===== config.mk =====
export PLATFORM = sky130hd
export DESIGN_NAME = mi3_queue
export DESIGN_NICKNAME = d
export VERILOG_FILES = /design/src/mi3_pkg.sv /design/src/mi3_queue.sv
export SDC_FILE = /design/constraint.sdc
export NUM_CORES = 2
export LEC_CHECK = 0
export BUFFER_PORTS_ARGS = -buffer_cell sky130_fd_sc_hd__buf_2
export CORE_AREA = 4 4 530 532
export DETAILED_ROUTE_END_ITERATION = 7
export DIE_AREA = 0 0 534 536
export GPL_TIMING_DRIVEN = 0
export PLACE_DENSITY_LB_ADDON = 0.3
export SLEW_MARGIN = 20
export SYNTH_ARGS = -nofsm -noshare
export SYNTH_HDL_FRONTEND = slang
export SYNTH_SLANG_ARGS = --single-unit

===== constraint.sdc =====
create_clock -name clock -period 24.4 [get_ports clock]
set_clock_uncertainty 0.1 [all_clocks]
set_input_delay 2.44 -clock clock [delete_from_list [all_inputs] [get_ports clock]]
set_output_delay 2.44 -clock clock [all_outputs]
set_load 0.005 [all_outputs]

===== src/mi3_pkg.sv =====
// Shared types and constants for the 3x3 adjugate matrix inverse.
// Used by every module of the block; depends on nothing.
package mi3_pkg;

   // Element format, fixed by the item fields
   localparam int ELEM_WIDTH = 32;
   localparam int FRAC_BITS  = 16;

   // Cofactor, determinant, divider working widths
   localparam int COF_WIDTH = 2 * ELEM_WIDTH + 1;
   localparam int DET_WIDTH = 3 * ELEM_WIDTH + 3;
   localparam int NUM_A     = 2 * ELEM_WIDTH + 2 * FRAC_BITS + 2;
   localparam int NUM_WIDTH = ((NUM_A > DET_WIDTH) ? NUM_A : DET_WIDTH) + 1;
   localparam int SHD_WIDTH = DET_WIDTH + ELEM_WIDTH + 1;
   localparam int DIV_WIDTH = (NUM_WIDTH > SHD_WIDTH) ? NUM_WIDTH : SHD_WIDTH;

   localparam int          NUM_ELEMS = 9;
   localparam int          NUM_PRODS = 18;
   localparam logic [3:0]  LAST_ELEM = 4'd8;

   // Operand pairs of the eighteen two-term products; cofactor i is
   // product 2i minus product 2i+1
   localparam logic [3:0] MUL_A [NUM_PRODS] = '{
      4'd4, 4'd7, 4'd6, 4'd3, 4'd3, 4'd6, 4'd7, 4'd1, 4'd0,
      4'd6, 4'd6, 4'd0, 4'd1, 4'd4, 4'd3, 4'd0, 4'd0, 4'd3};
   localparam logic [3:0] MUL_B [NUM_PRODS] = '{
      4'd8, 4'd5, 4'd5, 4'd8, 4'd7, 4'd4, 4'd2, 4'd8, 4'd8,
      4'd2, 4'd1, 4'd7, 4'd5, 4'd2, 4'd2, 4'd5, 4'd4, 4'd1};

   typedef struct packed {
      logic signed [ELEM_WIDTH-1:0] in_r0c0;
      logic signed [ELEM_WIDTH-1:0] in_r0c1;
      logic signed [ELEM_WIDTH-1:0] in_r0c2;
      logic signed [ELEM_WIDTH-1:0] in_r1c0;
      logic signed [ELEM_WIDTH-1:0] in_r1c1;
      logic signed [ELEM_WIDTH-1:0] in_r1c2;
      logic signed [ELEM_WIDTH-1:0] in_r2c0;
      logic signed [ELEM_WIDTH-1:0] in_r2c1;
      logic signed [ELEM_WIDTH-1:0] in_r2c2;
   } req_type;

   typedef struct packed {
      logic signed [ELEM_WIDTH-1:0] inv_r0c0;
      logic signed [ELEM_WIDTH-1:0] inv_r0c1;
      logic signed [ELEM_WIDTH-1:0] inv_r0c2;
      logic signed [ELEM_WIDTH-1:0] inv_r1c0;
      logic signed [ELEM_WIDTH-1:0] inv_r1c1;
      logic signed [ELEM_WIDTH-1:0] inv_r1c2;
      logic signed [ELEM_WIDTH-1:0] inv_r2c0;
      logic signed [ELEM_WIDTH-1:0] inv_r2c1;
      logic signed [ELEM_WIDTH-1:0] inv_r2c2;
      logic                         singular;
      logic                         saturated;
   } rsp_type;

   // One classified matrix: exact cofactors and determinant
   typedef struct packed {
      logic [NUM_ELEMS-1:0][COF_WIDTH-1:0] cof;
      logic [DET_WIDTH-1:0]                det;
   } work_type;

   // Output element k (row-major) takes the transposed cofactor
   function automatic logic [3:0] adj_index(input logic [3:0] k);
      logic [3:0] idx;
      case (k)
         4'd0:    idx = 4'd0;
         4'd1:    idx = 4'd3;
         4'd2:    idx = 4'd6;
         4'd3:    idx = 4'd1;
         4'd4:    idx = 4'd4;
         4'd5:    idx = 4'd7;
         4'd6:    idx = 4'd2;
         4'd7:    idx = 4'd5;
         4'd8:    idx = 4'd8;
         default: idx = 4'd0;
      endcase
      return idx;
   endfunction

endpackage


===== src/mi3_queue.sv =====
// Short queue of classified matrices between the front and back parts.
// Depends on mi3_pkg.
module mi3_queue #(
   parameter int DEPTH = 4
) (
   input  logic              clock,
   input  logic              reset,
   input  logic              wr_valid,
   output logic              wr_full,
   input  mi3_pkg::work_type wr_data,
   output logic              rd_empty,
   input  logic              rd_pop,
   output mi3_pkg::work_type rd_data
);

   localparam int PW = $clog2(DEPTH);
   localparam int CNW = $clog2(DEPTH + 1);
   localparam logic [PW-1:0]  LAST_PTR = PW'(DEPTH - 1);
   localparam logic [CNW-1:0] FULL_CNT = CNW'(DEPTH);

   mi3_pkg::work_type mem [DEPTH];
   logic [PW-1:0]     wp_ff, wp_in, rp_ff, rp_in;
   logic [CNW-1:0]    cnt_ff, cnt_in;
   logic              do_wr, do_rd;

   assign wr_full  = (cnt_ff == FULL_CNT);
   assign rd_empty = (cnt_ff == '0);
   assign do_wr    = wr_valid && !wr_full;
   assign do_rd    = rd_pop && !rd_empty;
   assign rd_data  = mem[rp_ff];

   // Pointer and fill count update
   always_comb begin
      wp_in  = do_wr ? ((wp_ff == LAST_PTR) ? '0 : wp_ff + 1'b1) : wp_ff;
      rp_in  = do_rd ? ((rp_ff == LAST_PTR) ? '0 : rp_ff + 1'b1) : rp_ff;
      cnt_in = cnt_ff + CNW'(do_wr) - CNW'(do_rd);
   end

   always_ff @(posedge clock) begin
      if (reset) begin
         wp_ff  <= '0;
         rp_ff  <= '0;
         cnt_ff <= '0;
      end else begin
         wp_ff  <= wp_in;
         rp_ff  <= rp_in;
         cnt_ff <= cnt_in;
      end
   end

   always_ff @(posedge clock) begin
      if (do_wr) begin
         mem[wp_ff] <= wr_data;
      end
   end

endmodule


# Yosys cells after proc, flatten, opt, wreduce, memory -nomap -nowiden
# Memory sizes are Yosys's and may differ from the RTL's. A register that Yosys moved wholly into a read port is not among the register bits.
# Cells that the tools add are included.
# W data, S select, Z words.
# op_classes
n_addsub	4
n_eq_ne	3
muxes	6
reduce_logical	5
# op_table
operator	count
$mux W2	4
$add A2 B1 Y2 const B	2
$eq A2 B2 Y1 const B	2
$add A3 B1 Y3	1
$eq A3 B3 Y1 const B	1
$logic_not A3 Y1	1
$sub A3 B1 Y3	1
$logic_and A1 B1 Y1	2
$logic_not A1 Y1	2
$mux W1	2
# word_totals
ff_bits	7
ramBits	2736
input_bits	688
out_inout_bits	686
wordCells	22
n_memories	1
# memory_table
memory	depth	width	read_ports	rd_ports_with_merged_regs	write_ports	line_no	text
mem	4	684	1	1	1	mi3_queue.sv:21	mi3_pkg::work_type mem [DEPTH];

# Depth between registers and ports, before layout
# depth
depth_word	5
depth_mapped	11

# Worst setup path before layout
# OpenSTA, ideal clock, no wires.
# synth_path
kind	input port to flip-flop
from	input wr_valid
to	memory mem[0][0] (netlist name) (enable)
arrival_ns	17.903
t_required_ns	23.152
path_slack_ns	5.249
cell_stages	1
cell_sequence	and3_1
# synth_via
elab_chain_cells	3
# synth_rtl
element	line_no	text
start, declared	mi3_queue.sv:8	input logic wr_valid,
$logic_and A1 B1 Y1	mi3_queue.sv:28	assign do_wr = wr_valid && !wr_full;
$mux W1	mi3_queue.sv:52	if (do_wr) begin
$mux W1 (not written as such)	mi3_queue.sv:53	mem[wp_ff] <= wr_data;
end, declared	mi3_queue.sv:21	
# No other way between the ends.

==> results by group <==
Status
  – Outcome: completed

Yosys
  – Library cell with the largest summed area after synthesis: sky130_fd_sc_hd__edfxtp_1
  – Fraction of post-synthesis cell area in the top cell type by area: 82.3%
  – Largest cells by area after synthesis: sky130_fd_sc_hd__edfxtp_1 82%, sky130_fd_sc_hd__mux4_2 15%, sky130_fd_sc_hd__buf_12 1.3%, sky130_fd_sc_hd__buf_2 0.34%, sky130_fd_sc_hd__dfxtp_1 0.18%
  – Synth Instances: 3622
  – Synthesized area divided by synthesized cell count: 27.6 um^2
  – Number of nets produced by synthesis: 4318
  – Mapped Area: 99900 um^2
  – Number of distinct library cell variants in the gate-level netlist after synthesis: 28
  – Yosys Warn Count: 0
  – Share of synthesized area occupied by flip-flops and latches: between 80 and 90%
  – Total of flip-flops plus latches after synthesis: 2745

Clock network
  – PostCTS Resize Cnt: 0
  – CTS buffer count: 296
  – H-tree depth: 5
  – Setup fix buffers added after clock tree synthesis: 0
  – Clock insertion delay at the later pin of the skew report: 0.85 ns
  – CTS Root Cell: sky130_fd_sc_hd__clkbuf_16
  – Clock-pin transition on the worst setup and hold timing paths: 0.05 ns
  – Clock tree from TritonCTS: done
  – Number of sinks driven by the clock tree: 2745
  – Count of hold-fix buffers inserted at cts: 0
  – Max clock buf depth: 4

Place
  – Final weighted congestion in routability-driven placement: 0.813
  – Placed cell area: 113000 um^2
  – I/O Buffers: 1373
  – Post-detailed-placement half-perimeter wirelength: 198 mm

Worst setup path
  – Worst r2r src: cnt_ff[1]
  – Category of the critical setup timing path: reg2out
  – Buffers & Inverters on Critical Path: 4
  – Cell occurring most often along the worst timing path: sky130_fd_sc_hd__buf_2
  – Signal arrival time at the worst endpoint: 3.89 ns
  – Type of destination of the critical path: output port
  – Max stage delay on crit path: 0.85 ns
  – Kind of launch point of the worst setup path: flop
  – Cell-by-cell listing of the critical path: buf_2 > clkbuf_1 > buf_2 > mux4_2 > buf_2
  – Internal reg-to-reg setup slack: ~21 ns
  – R2r endpoint: mem[0][525]
  – Data required, critical path: around 22 ns
  – Kind of cell adding the most delay to the critical path: buffers and inverters
  – Library cell contributing the largest single delay on the critical path: sky130_fd_sc_hd__clkbuf_1
  – Crit path max fanout: 10
  – Worst Reg2Reg Path Length in Cells: 9

STA
  – Setup violations, final: 0
  – Max-slew violation count: 0
  – Final TNS setup: 0 ns
  – Post-route fraction of the period consumed by the critical path: 26.4%
  – Number of hold-slack violations in the final timing report: 0
  – Minimum period implied by the final worst setup slack: 6.43 ns
  – Actual slew at the worst max-slew pin: between 1 and 1.5 ns
  – Highest achievable clock rate: 155 MHz
  – Setup repair after global routing missed its margin: false
  – Relative slew margins: 28.9%

Detailed routing
  – Post-route ant nets: 0
  – Average wire per standard cell: roughly 29 um
  – Number of optimization iterations in the first detailed-route pass: 5
  – Total via count after detailed routing: between 40000 and 50000
  – Residual DRC: 0
  – Number of vias per cell: 4.99
  – Final routed wirelength across all metal layers: 272 mm
  – Initial DRC Count: ~3400

Floorplanning
  – Die footprint: 286000 um^2
  – Boundary pin count: about 1400
  – Std-Cell Core Area: 276000 um^2
  – Die Span Y: 536 um
  – Die width: 534 um
  – Effective utilization at floorplan: 36.2%
  – Number of cell rows: 193

Cells and area
  – Synthesis-to-finish area growth: 22.8%
  – Highest-count cells in the layout ignoring fill and taps: 2736 x sky130_fd_sc_hd__edfxtp_1, 1441 x sky130_fd_sc_hd__buf_2, 684 x sky130_fd_sc_hd__mux4_2
  – Filler instances: 23400
  – Final std cell area, no fill: about 120000 um^2
  – Leading cell type in the layout, fill and taps excluded: sky130_fd_sc_hd__edfxtp_1
  – Fraction of layout instances using a drive strength above 1: a little under half
  – Final layout net count: 6064

Global route
  – Pin count of the biggest net entering global routing: 45
  – Grt total ovfl: 0
  – Global-route wire length before repair: 378 mm
  – GRT Util Overall: 18.6%
  – Number of antenna violations at the first check in global routing: 187
  – Number of global-route vias before repair: 48600

Worst hold path
  – Cell depth of the worst hold path: 2
  – Type of the tightest min-delay check: reg2reg
  – Worst hold start: rp_ff[0]

Power
  – Static leakage: approximately 40 nW
  – Peak supply drop: 0.0704 mV
  – Power Density: between 100 and 150 nW/um^2

Run
  – Count of max-cap constraint violations: 0
-- power breakdown --
group	internal [mW]	total, mW	switching (mW)
clock	2.45	4.26	1.80
sequential	5.69	5.78	0.0832
combinational	1.26	2.74	1.49
-- worst max path at each step --
| stage | startpoint | end | slack (ns) | cells past startpoint |
|---|---|---|---|---|
| 2_1_floorplan | wr_valid | mem[0][0] | 5.25 | 1 |
| 3_3_place_gp | wr_valid | mem[0][546] | -9.85 | 2 |
| 3_5_place_dp | flop | rd_data[445] | 18.55 | 5 |
| 4_1_cts | flop | rd_data[445] | 17.57 | 5 |
| 5_1_grt | flop | rd_data[445] | 17.69 | 5 |
| 6_report | flop | rd_data[445] | 17.97 | 5 |
-- layer usage --
metal	share of wire [%]	vias to the layer above	global-route usage, %
li1	-	19500	-
met3	11	579	7.70
met2	51	1814	31.8
met4	2.7	128	4.69
met5	0.28	-	0
met1	36	24700	21.8
-- synthesized netlist by cell type (all sizes together) --
cell and instances:
or3b 1, nand3 2, nor3 2, nor2 2
ha 7, nor2b 2, nand2 1, mux2i 1
buf 144, mux4 684, clkbuf 9, and2 1
or3 1, fa 1, a21oi 2, edfxtp 2736
a21o 1, and3 4, inv 8, o31ai 2
xnor2 2, dfxtp 9
-- area by class of cell --
class,count,area [um^2],area share (%)
sequential,2745,82300,67.1
multi-input combinational,716,15700,12.8
timing repair buffer,1448,8790,7.16
clock buffer,368,7760,6.33
tap,3705,4640,3.78
buffer,153,1830,1.49
clock inverter,152,1420,1.15
antenna,69,173,0.141
inverter,8,30.0,0.0245
-- per-stage QoR --
| stage | hold WS, ns | worst slack (ns) | instances | power (mW) | utilization, % |
|---|---|---|---|---|---|
| after floorplan | 0.356 | 5.25 | 3622 | 7.66 | - |
| final | 0.401 | 17.97 | 9364 | 12.8 | 44.4 |
| after CTS | 0.403 | 17.57 | 9295 | 13.0 | 44.4 |
| after global placement | 0.395 | -9.85 | 8700 | 9.33 | 40.4 |
| after global routing | 0.433 | 17.69 | 9311 | 13.3 | 44.4 |
| after detailed placement | 0.396 | 18.55 | 8775 | 8.72 | 41.1 |
-- cells by family after synthesis --
logic type / after synthesis / synth area share [%]
DFF: 2745 / 82.5
muxes: 685 / 15.4
buffers and inverters: 161 / 1.86
and+or+nand+nor: 16 / 0.0902
adders and majority gates: 8 / 0.108
AOI/OAI and AO/OA: 5 / 0.0376
xor gates and xnor gates: 2 / 0.0175
-- worst reg2reg max path: cells and delay by family (launching register included) --
family        cells  cell delay (ns)
buf+inv           7             1.95
flops             1             0.41
simple gates      2             0.68
-- sequential cells by signal, summed over array words and instances, names as in the netlist, named ones only --
name	flops
mem	2736
rp_ff	2
cnt_ff	3
wp_ff	2
Power figures use the tool's default switching activity.
